$ cat config.mk
export PLATFORM = sky130hd
export DESIGN_NAME = nvram_text_line_filter_top
export DESIGN_NICKNAME = d
export VERILOG_FILES = /design/src/sv/ntlf_pkg.sv /design/src/sv/ntlf_filter.sv /design/src/sv/ntlf_drain.sv /design/src/sv/nvram_text_line_filter_top.sv
export SDC_FILE = /design/constraint.sdc
export NUM_CORES = 1
export LEC_CHECK = 0
export BUFFER_PORTS_ARGS = -buffer_cell sky130_fd_sc_hd__buf_2
export CAP_MARGIN = 10
export CORE_MARGIN = 5
export CORE_UTILIZATION = 30
export DETAILED_ROUTE_END_ITERATION = 7
export PLACE_DENSITY = 0.5
export SLEW_MARGIN = 30
export SYNTH_ARGS = -nofsm -noshare
export SYNTH_HDL_FRONTEND = slang
export SYNTH_HIERARCHICAL = 1
export SYNTH_SLANG_ARGS = --single-unit
$ cat constraint.sdc
create_clock -name clk -period 15.9 [get_ports clk]
set_clock_uncertainty 0.1 [all_clocks]
set_input_delay 3.18 -clock clk [delete_from_list [all_inputs] [get_ports clk]]
set_output_delay 3.18 -clock clk [all_outputs]
set_load 0.01 [all_outputs]
$ cat src/sv/ntlf_pkg.sv
// Shared types and constants for the NVRAM text line filter.
package ntlf_pkg;

	localparam int LEN_W          = 17;
	localparam int MAX_POOL_BYTES = 65536;
	localparam int MAX_RES        = 4;
	localparam int RES_CNT_W      = $clog2(MAX_RES + 1);

	typedef struct packed {
		logic [7:0] data_byte;
		logic       byte_valid;
		logic       is_last;
	} ntlf_in_t;

	typedef struct packed {
		logic [7:0]       out_byte;
		logic             end_of_pool;
		logic             overflow;
		logic [LEN_W-1:0] pool_length;
	} ntlf_out_t;

	// All results caused by one input beat, in delivery order.
	typedef struct packed {
		ntlf_out_t [MAX_RES-1:0] res;
		logic [RES_CNT_W-1:0]    count;
	} ntlf_group_t;

endpackage

$ cat src/sv/ntlf_filter.sv
// Line filter state and per-beat result group computation.
module ntlf_filter (
	input  logic                      clk,
	input  logic                      arst_n,
	input  logic                      accept,
	input  ntlf_pkg::ntlf_in_t        in_data,
	input  logic [ntlf_pkg::LEN_W-1:0] capacity,
	output ntlf_pkg::ntlf_group_t     group
);
	import ntlf_pkg::*;

	localparam logic [1:0] PH_LEAD = 2'd0;
	localparam logic [1:0] PH_TEXT = 2'd1;
	localparam logic [1:0] PH_SKIP = 2'd2;

	localparam logic [7:0] CH_LF   = 8'h0A;
	localparam logic [7:0] CH_CR   = 8'h0D;
	localparam logic [7:0] CH_HASH = 8'h23;
	localparam logic [7:0] CH_SP   = 8'h20;
	localparam logic [7:0] CH_TAB  = 8'h09;
	localparam logic [7:0] CH_NUL  = 8'h00;

	logic [1:0]       phase_q;
	logic             pcr_q;
	logic [LEN_W-1:0] count_q;
	logic             ovf_q;

	logic [1:0]                 ph;
	logic                       pcr;
	logic                       stop;
	logic [7:0]                 c;
	logic [MAX_RES-1:0][7:0]    cand;
	logic [RES_CNT_W-1:0]       cnt;
	logic [LEN_W-1:0]           cap_eff;
	logic [LEN_W-1:0]           room;
	logic [RES_CNT_W-1:0]       nemit;
	logic                       ovf_any;
	logic [RES_CNT_W-1:0]       last_idx;

	// Candidate bytes in model order; capacity is applied afterward.
	always_comb begin
		ph   = phase_q;
		pcr  = pcr_q;
		stop = 1'b0;
		c    = in_data.data_byte;
		cand = '0;
		cnt  = '0;
		if (in_data.byte_valid) begin
			if (pcr) begin
				pcr = 1'b0;
				if (c == CH_LF) begin
					if (ph == PH_TEXT) begin
						cand[cnt[1:0]] = CH_NUL;
						cnt = cnt + 1'b1;
					end
					ph   = PH_LEAD;
					stop = 1'b1;
				end else if (ph != PH_SKIP) begin
					ph = PH_TEXT;
					cand[cnt[1:0]] = CH_CR;
					cnt = cnt + 1'b1;
				end
			end
			if (!stop) begin
				if (c == CH_LF) begin
					if (ph == PH_TEXT) begin
						cand[cnt[1:0]] = CH_NUL;
						cnt = cnt + 1'b1;
					end
					ph = PH_LEAD;
				end else if (ph == PH_SKIP) begin
					ph = PH_SKIP;
				end else if (c == CH_CR) begin
					pcr = 1'b1;
				end else if (ph == PH_LEAD && (c == CH_SP || c == CH_TAB)) begin
					ph = PH_LEAD;
				end else if (ph == PH_LEAD && c == CH_HASH) begin
					ph = PH_SKIP;
				end else begin
					ph = PH_TEXT;
					cand[cnt[1:0]] = c;
					cnt = cnt + 1'b1;
				end
			end
		end
		if (in_data.is_last) begin
			pcr = 1'b0;
			if (ph == PH_TEXT) begin
				cand[cnt[1:0]] = CH_NUL;
				cnt = cnt + 1'b1;
			end
			cand[cnt[1:0]] = CH_NUL;
			cnt = cnt + 1'b1;
		end
	end

	// Clip the candidates against the room left in the pool.
	always_comb begin
		cap_eff = (capacity > LEN_W'(MAX_POOL_BYTES)) ? LEN_W'(MAX_POOL_BYTES) : capacity;
		// no room once a lowered capacity is already reached
		room    = (count_q >= cap_eff) ? '0 : cap_eff - count_q;
		if (ovf_q) begin
			nemit   = '0;
			ovf_any = 1'b1;
		end else if ({{(LEN_W-RES_CNT_W){1'b0}}, cnt} > room) begin
			nemit   = room[RES_CNT_W-1:0];
			ovf_any = 1'b1;
		end else begin
			nemit   = cnt;
			ovf_any = 1'b0;
		end
		last_idx = nemit - 1'b1;
	end

	always_comb begin
		for (int i = 0; i < MAX_RES; i++) begin
			group.res[i].out_byte    = cand[i];
			group.res[i].end_of_pool = 1'b0;
			group.res[i].overflow    = 1'b0;
			group.res[i].pool_length = count_q + LEN_W'(i + 1);
		end
		group.count = nemit;
		if (in_data.is_last) begin
			if (ovf_any) begin
				group.res[nemit[1:0]].out_byte    = CH_NUL;
				group.res[nemit[1:0]].end_of_pool = 1'b1;
				group.res[nemit[1:0]].overflow    = 1'b1;
				group.res[nemit[1:0]].pool_length = '0;
				group.count = nemit + 1'b1;
			end else begin
				group.res[last_idx[1:0]].end_of_pool = 1'b1;
			end
		end
	end

	always_ff @(posedge clk or negedge arst_n) begin
		if (!arst_n) begin
			phase_q <= PH_LEAD;
			pcr_q   <= 1'b0;
			count_q <= '0;
			ovf_q   <= 1'b0;
		end else if (accept) begin
			if (in_data.is_last) begin
				phase_q <= PH_LEAD;
				pcr_q   <= 1'b0;
				count_q <= '0;
				ovf_q   <= 1'b0;
			end else begin
				phase_q <= ph;
				pcr_q   <= pcr;
				count_q <= count_q + {{(LEN_W-RES_CNT_W){1'b0}}, nemit};
				ovf_q   <= ovf_any;
			end
		end
	end

endmodule

$ cat src/sv/ntlf_drain.sv
// Result group register and output sequencer, one beat per cycle while out_stall is low.
module ntlf_drain (
	input  logic                  clk,
	input  logic                  arst_n,
	input  logic                  in_valid,
	input  ntlf_pkg::ntlf_group_t group,
	output logic                  in_stall,
	output logic                  out_valid,
	input  logic                  out_stall,
	output ntlf_pkg::ntlf_out_t   out_data
);
	import ntlf_pkg::*;

	ntlf_group_t          grp_s1;
	logic [RES_CNT_W-1:0] cnt_s1;
	logic [1:0]           idx_q;
	logic                 fire;
	logic                 done;
	logic                 load;

	assign out_valid = (cnt_s1 != '0);
	assign out_data  = grp_s1.res[idx_q];
	assign fire      = out_valid && !out_stall;
	assign done      = fire && ({1'b0, idx_q} == (cnt_s1 - 1'b1));
	// Take a new beat while the last result of the current group leaves.
	assign in_stall  = out_valid && !done;
	assign load      = in_valid && !in_stall;

	always_ff @(posedge clk) begin
		if (load) begin
			grp_s1 <= group;
		end
	end

	always_ff @(posedge clk or negedge arst_n) begin
		if (!arst_n) begin
			cnt_s1 <= '0;
			idx_q  <= '0;
		end else if (load) begin
			cnt_s1 <= group.count;
			idx_q  <= '0;
		end else if (done) begin
			cnt_s1 <= '0;
			idx_q  <= '0;
		end else if (fire) begin
			idx_q <= idx_q + 1'b1;
		end
	end

endmodule

$ cat src/sv/nvram_text_line_filter_top.sv
// Top level of the NVRAM text line filter.
// Turns a text byte stream into a pool of NUL-terminated key=value lines, dropping
// leading blanks, comment and blank lines, trimming a CR before LF or end of input,
// and closing the pool with an extra NUL. An input beat is taken only while the group
// register is empty or its last result leaves; each beat yields zero to four result
// beats, delivered one per cycle from the group register while out_stall is low, and
// the next input beat is taken in the cycle its last result leaves. Capacity is
// set by the cfg write port (reset 4096, saturating at 65536 bytes); once the pool
// would pass it, bytes are suppressed and end of input gives one overflow report.
module nvram_text_line_filter_top (
	input  logic                       clk,
	input  logic                       arst_n,
	input  logic                       in_valid,
	output logic                       in_stall,
	input  ntlf_pkg::ntlf_in_t         in_data,
	output logic                       out_valid,
	input  logic                       out_stall,
	output ntlf_pkg::ntlf_out_t        out_data,
	input  logic                       cfg_valid,
	output logic                       cfg_ready,
	input  logic [ntlf_pkg::LEN_W-1:0] cfg_data
);
	import ntlf_pkg::*;

	logic [LEN_W-1:0] capacity_q;
	ntlf_group_t      group;
	logic             accept;

	assign cfg_ready = 1'b1;
	assign accept    = in_valid && !in_stall;

	always_ff @(posedge clk or negedge arst_n) begin
		if (!arst_n) begin
			capacity_q <= LEN_W'(4096);
		end else if (cfg_valid && cfg_ready) begin
			capacity_q <= cfg_data;
		end
	end

	ntlf_filter u_filter (
		.clk      (clk),
		.arst_n   (arst_n),
		.accept   (accept),
		.in_data  (in_data),
		.capacity (capacity_q),
		.group    (group)
	);

	ntlf_drain u_drain (
		.clk       (clk),
		.arst_n    (arst_n),
		.in_valid  (in_valid),
		.group     (group),
		.in_stall  (in_stall),
		.out_valid (out_valid),
		.out_stall (out_stall),
		.out_data  (out_data)
	);

endmodule
==> metrics.cfg <==
[power_and_ir_drop]
p_comb_frac = 0.394
ir_drop_mv = 0.0822
power.leakage_nw = 4.16
seq_power_share = 0.367
p_int_mw = 1.05
power_switching_mw = 0.608
swShare = 0.367
clkPwrFrac = 0.239
cellPowerDensity_mw_per_mm2 = 154
finalPower_mw = 1.66

[timing]
max_slew_margin = 0.342
setup_ws_ps = 6010
tightest_slew_ps = 978
rsz0062_at_grt = no
max_freq_ghz = 0.101
fin_setup_tns_ps = 0
setup_viol = 0
slew_viol_final = 0
hold_slack_ps = 403
period_share = 0.622
final-hold-violation-count = 0
fin_crit_ps = 9890

[placement]
place_area_sq_mm = 0.0102
detailedPlacementHpwl_mm = 16.9
portBuffers = 60
dp_cells = 1331
gp_congestion = 0.799
dp_slack_ps = 5560

[setup_path]
arrival_ps = 10080
crit_fanout = 8
slowest_delay_ps = 570
start_kind = primary input
r2r-start = capacity_q[12]
startpoint = in_data[8]
cp.required_ps = 16090
cp-end-kind = register
path_class = in2reg
critPathSlowestCell = or4_1
cpMostUsedCell = ha_1

[layout]
utilization = 0.340
layout-drive-gt1-share = 0.170
final_cells = 1364
fin_area_sq_mm = 0.0108
fin_nets = 1024
fillers = 3222
area_delta_synth_final_pct = 11.3

[drt]
avgRoutedWirePerCell_microns = 17.5
vias_per_cell = 5.03
drc_errors = 0
vias = 6866
drt-initial-drc-count = 512
postRouteAntennaNets = 0
first_pass_iters = 5
totalWireLength_mm = 23.8

[global_routing]
overflow = 0
grt_pass1_wl_mm = 38.9
grt_pass1_vias = 6992
grt.total_usage = 0.136
grt_max_degree = 79
antenna_found_initial = 1

[logic_synthesis]
synth_edf_count = 108
synth.mux.area_fraction = 0.0983
synth_top_family_by_area = simple AND/OR/NAND/NOR gates
ys_ff_latch = 151
ys.flop_type = edfxtp_1
synth_seq_area_share = 0.446
synthAdderAreaFrac = 0.0584
synth_area_sq_mm = 0.00968
synth_compound_area_frac = 0.0914
ys_async_sr_fraction = 0.285
syn_inst = 914
syn_area_per_cell_sq_um = 10.6
synth_cell_types = 81
synth_xor_area_frac = 0.0715
synthSimpleGateAreaFrac = 0.177
yosys_warnings = 6

[clocking]
post_cts_resized = 0
root_buffer = clkbuf_16
holdBufCountCts = 0
cts_buffers = 17
clk_pin_slew_worst_paths_ps = 70
postCtsSetupBuffers = 0
htreeDepth = 4
cts_tree = done
clk_latency_ps = 430
clk_path_buf_depth = 2
clock-sinks = 151

[floorplanning]
die_x_microns = 190
die-height_microns = 190
initial_core_util = 0.305
dieArea_sq_mm = 0.0360
row_count = 65
ios = 62
core_area_sq_mm = 0.0317

[worst_hold_path]
hp-class = reg2reg
min-delay-start = u_drain/cnt_s1[1]

[run]
max_cap_violations = 0

[status]
status = complete, no violations

==> cells in the final DEF (no fill, tap or decap), types with 6 or more instances in the layout <==
cell,n
clkbuf_16,19
a21oi_1,33
mux2i_1,8
nor2_1,126
inv_6,6
nand2_1,60
nand2b_1,7
dfrtp_1,41
nor3_1,20
buf_2,60
nor4_1,13
mux2_2,10
nand4_1,6
inv_1,34
o22ai_1,8
nor2b_1,28
and3_1,14
ha_1,42
o21ai_0,25
edfxtp_1,108
and2_1,11
mux2_4,10
nand3_1,32
or3_1,8
conb_1,17
a21o_1,9
mux4_2,27
xnor2_1,74
==> registers in the layout, summed over array words and instances, names as in the netlist <==
name	flops
capacity_q	17
u_drain/cnt_s1	3
u_drain/grp_s1	108
u_drain/idx_q	2
u_filter/count_q	17
u_filter/ovf_q	1
u_filter/pcr_q	1
u_filter/phase_q	2
==> cells by family after synthesis <==
kind of cell / count (synthesis)
buffers and inverters: 105
flip-flops: 151
other: 2
XOR/XNOR: 79
multiplexers: 55
AND/OR/NAND/NOR: 348
AO/OA/AOI/OAI: 130
adder cells (fa/ha/maj): 44
==> worst paths after layout <==
kind,end,slack (ps),cells past startpoint
max,u_filter/count_q[10],6010,32
min,u_drain/cnt_s1[1],400,1
max reg2reg,u_filter/count_q[10],8820,27
min reg2reg,u_drain/cnt_s1[1],400,1
max in group asynchronous,u_drain/idx_q[0],12510,2
min in group asynchronous,capacity_q[3],2740,2
==> area by class of cell <==
| cell class | count | area (sq um) | share of cell area |
|---|---|---|---|
| Antenna cell | 1 | 2.50 | 0.000232 |
| Multi-Input combinational cell | 673 | 4870 | 0.452 |
| Timing Repair Buffer | 66 | 349 | 0.0324 |
| Clock buffer | 19 | 475 | 0.0441 |
| Clock inverter | 13 | 100 | 0.00929 |
| Sequential cell | 151 | 4320 | 0.401 |
| Tap cell | 402 | 503 | 0.0467 |
| Inverter | 39 | 146 | 0.0136 |
==> synthesized netlist by cell type, drive strengths merged (5+ instances only) <==
cell type,count,area (sq um)
a211oi,6,50.1
a21o,9,67.6
a21oi,36,191
and2,12,75.1
and3,14,87.6
buf,36,288
clkbuf,30,114
dfrtp,42,1050
edfxtp,108,3240
ha,42,526
inv,36,135
mux2,20,263
mux2i,8,80.1
mux4,27,608
nand2,61,231
nand2b,7,43.8
nand3,32,160
nand4,6,37.5
nor2,126,473
nor2b,28,175
nor3,20,100
nor4,14,103
o211ai,5,37.5
o21a,6,46.3
o21ai,28,144
o22ai,8,50.1
or3,8,50.1
xnor2,74,648
xor2,5,43.8
==> metal layers <==
metal / vias to the layer above / share of wire / GRT usage / wire length [microns]
li1: 3332 / - / - / -
met1: 3354 / 0.46 / 0.188 / 11000
met2: 153 / 0.48 / 0.220 / 11500
met3: 27 / 0.043 / 0.0206 / 1030
met4: 0 / 0.013 / 0.0437 / 303
met5: - / 0 / 0 / 0
==> power groups by stage <==
stage          Clock (mW)  Sequential [mW]  Combinational [mW]
4_1_cts             0.410            0.610               0.665
5_1_grt             0.425            0.620               0.723
3_3_place_gp            0            0.616               0.661
2_1_floorplan           0            0.585               0.497
3_5_place_dp            0            0.618               0.663
6_report            0.396            0.607               0.653
==> critical path, delay by kind of cell <==
kind / cells / cell delay (ps)
simple gates: 12 / 2710
compound gates: 10 / 2040
fa+ha+maj: 6 / 1520
mux: 1 / 290
buf+inv: 2 / 190
xor+xnor: 1 / 160
No activity file was read; power rests on OpenSTA's default activity.
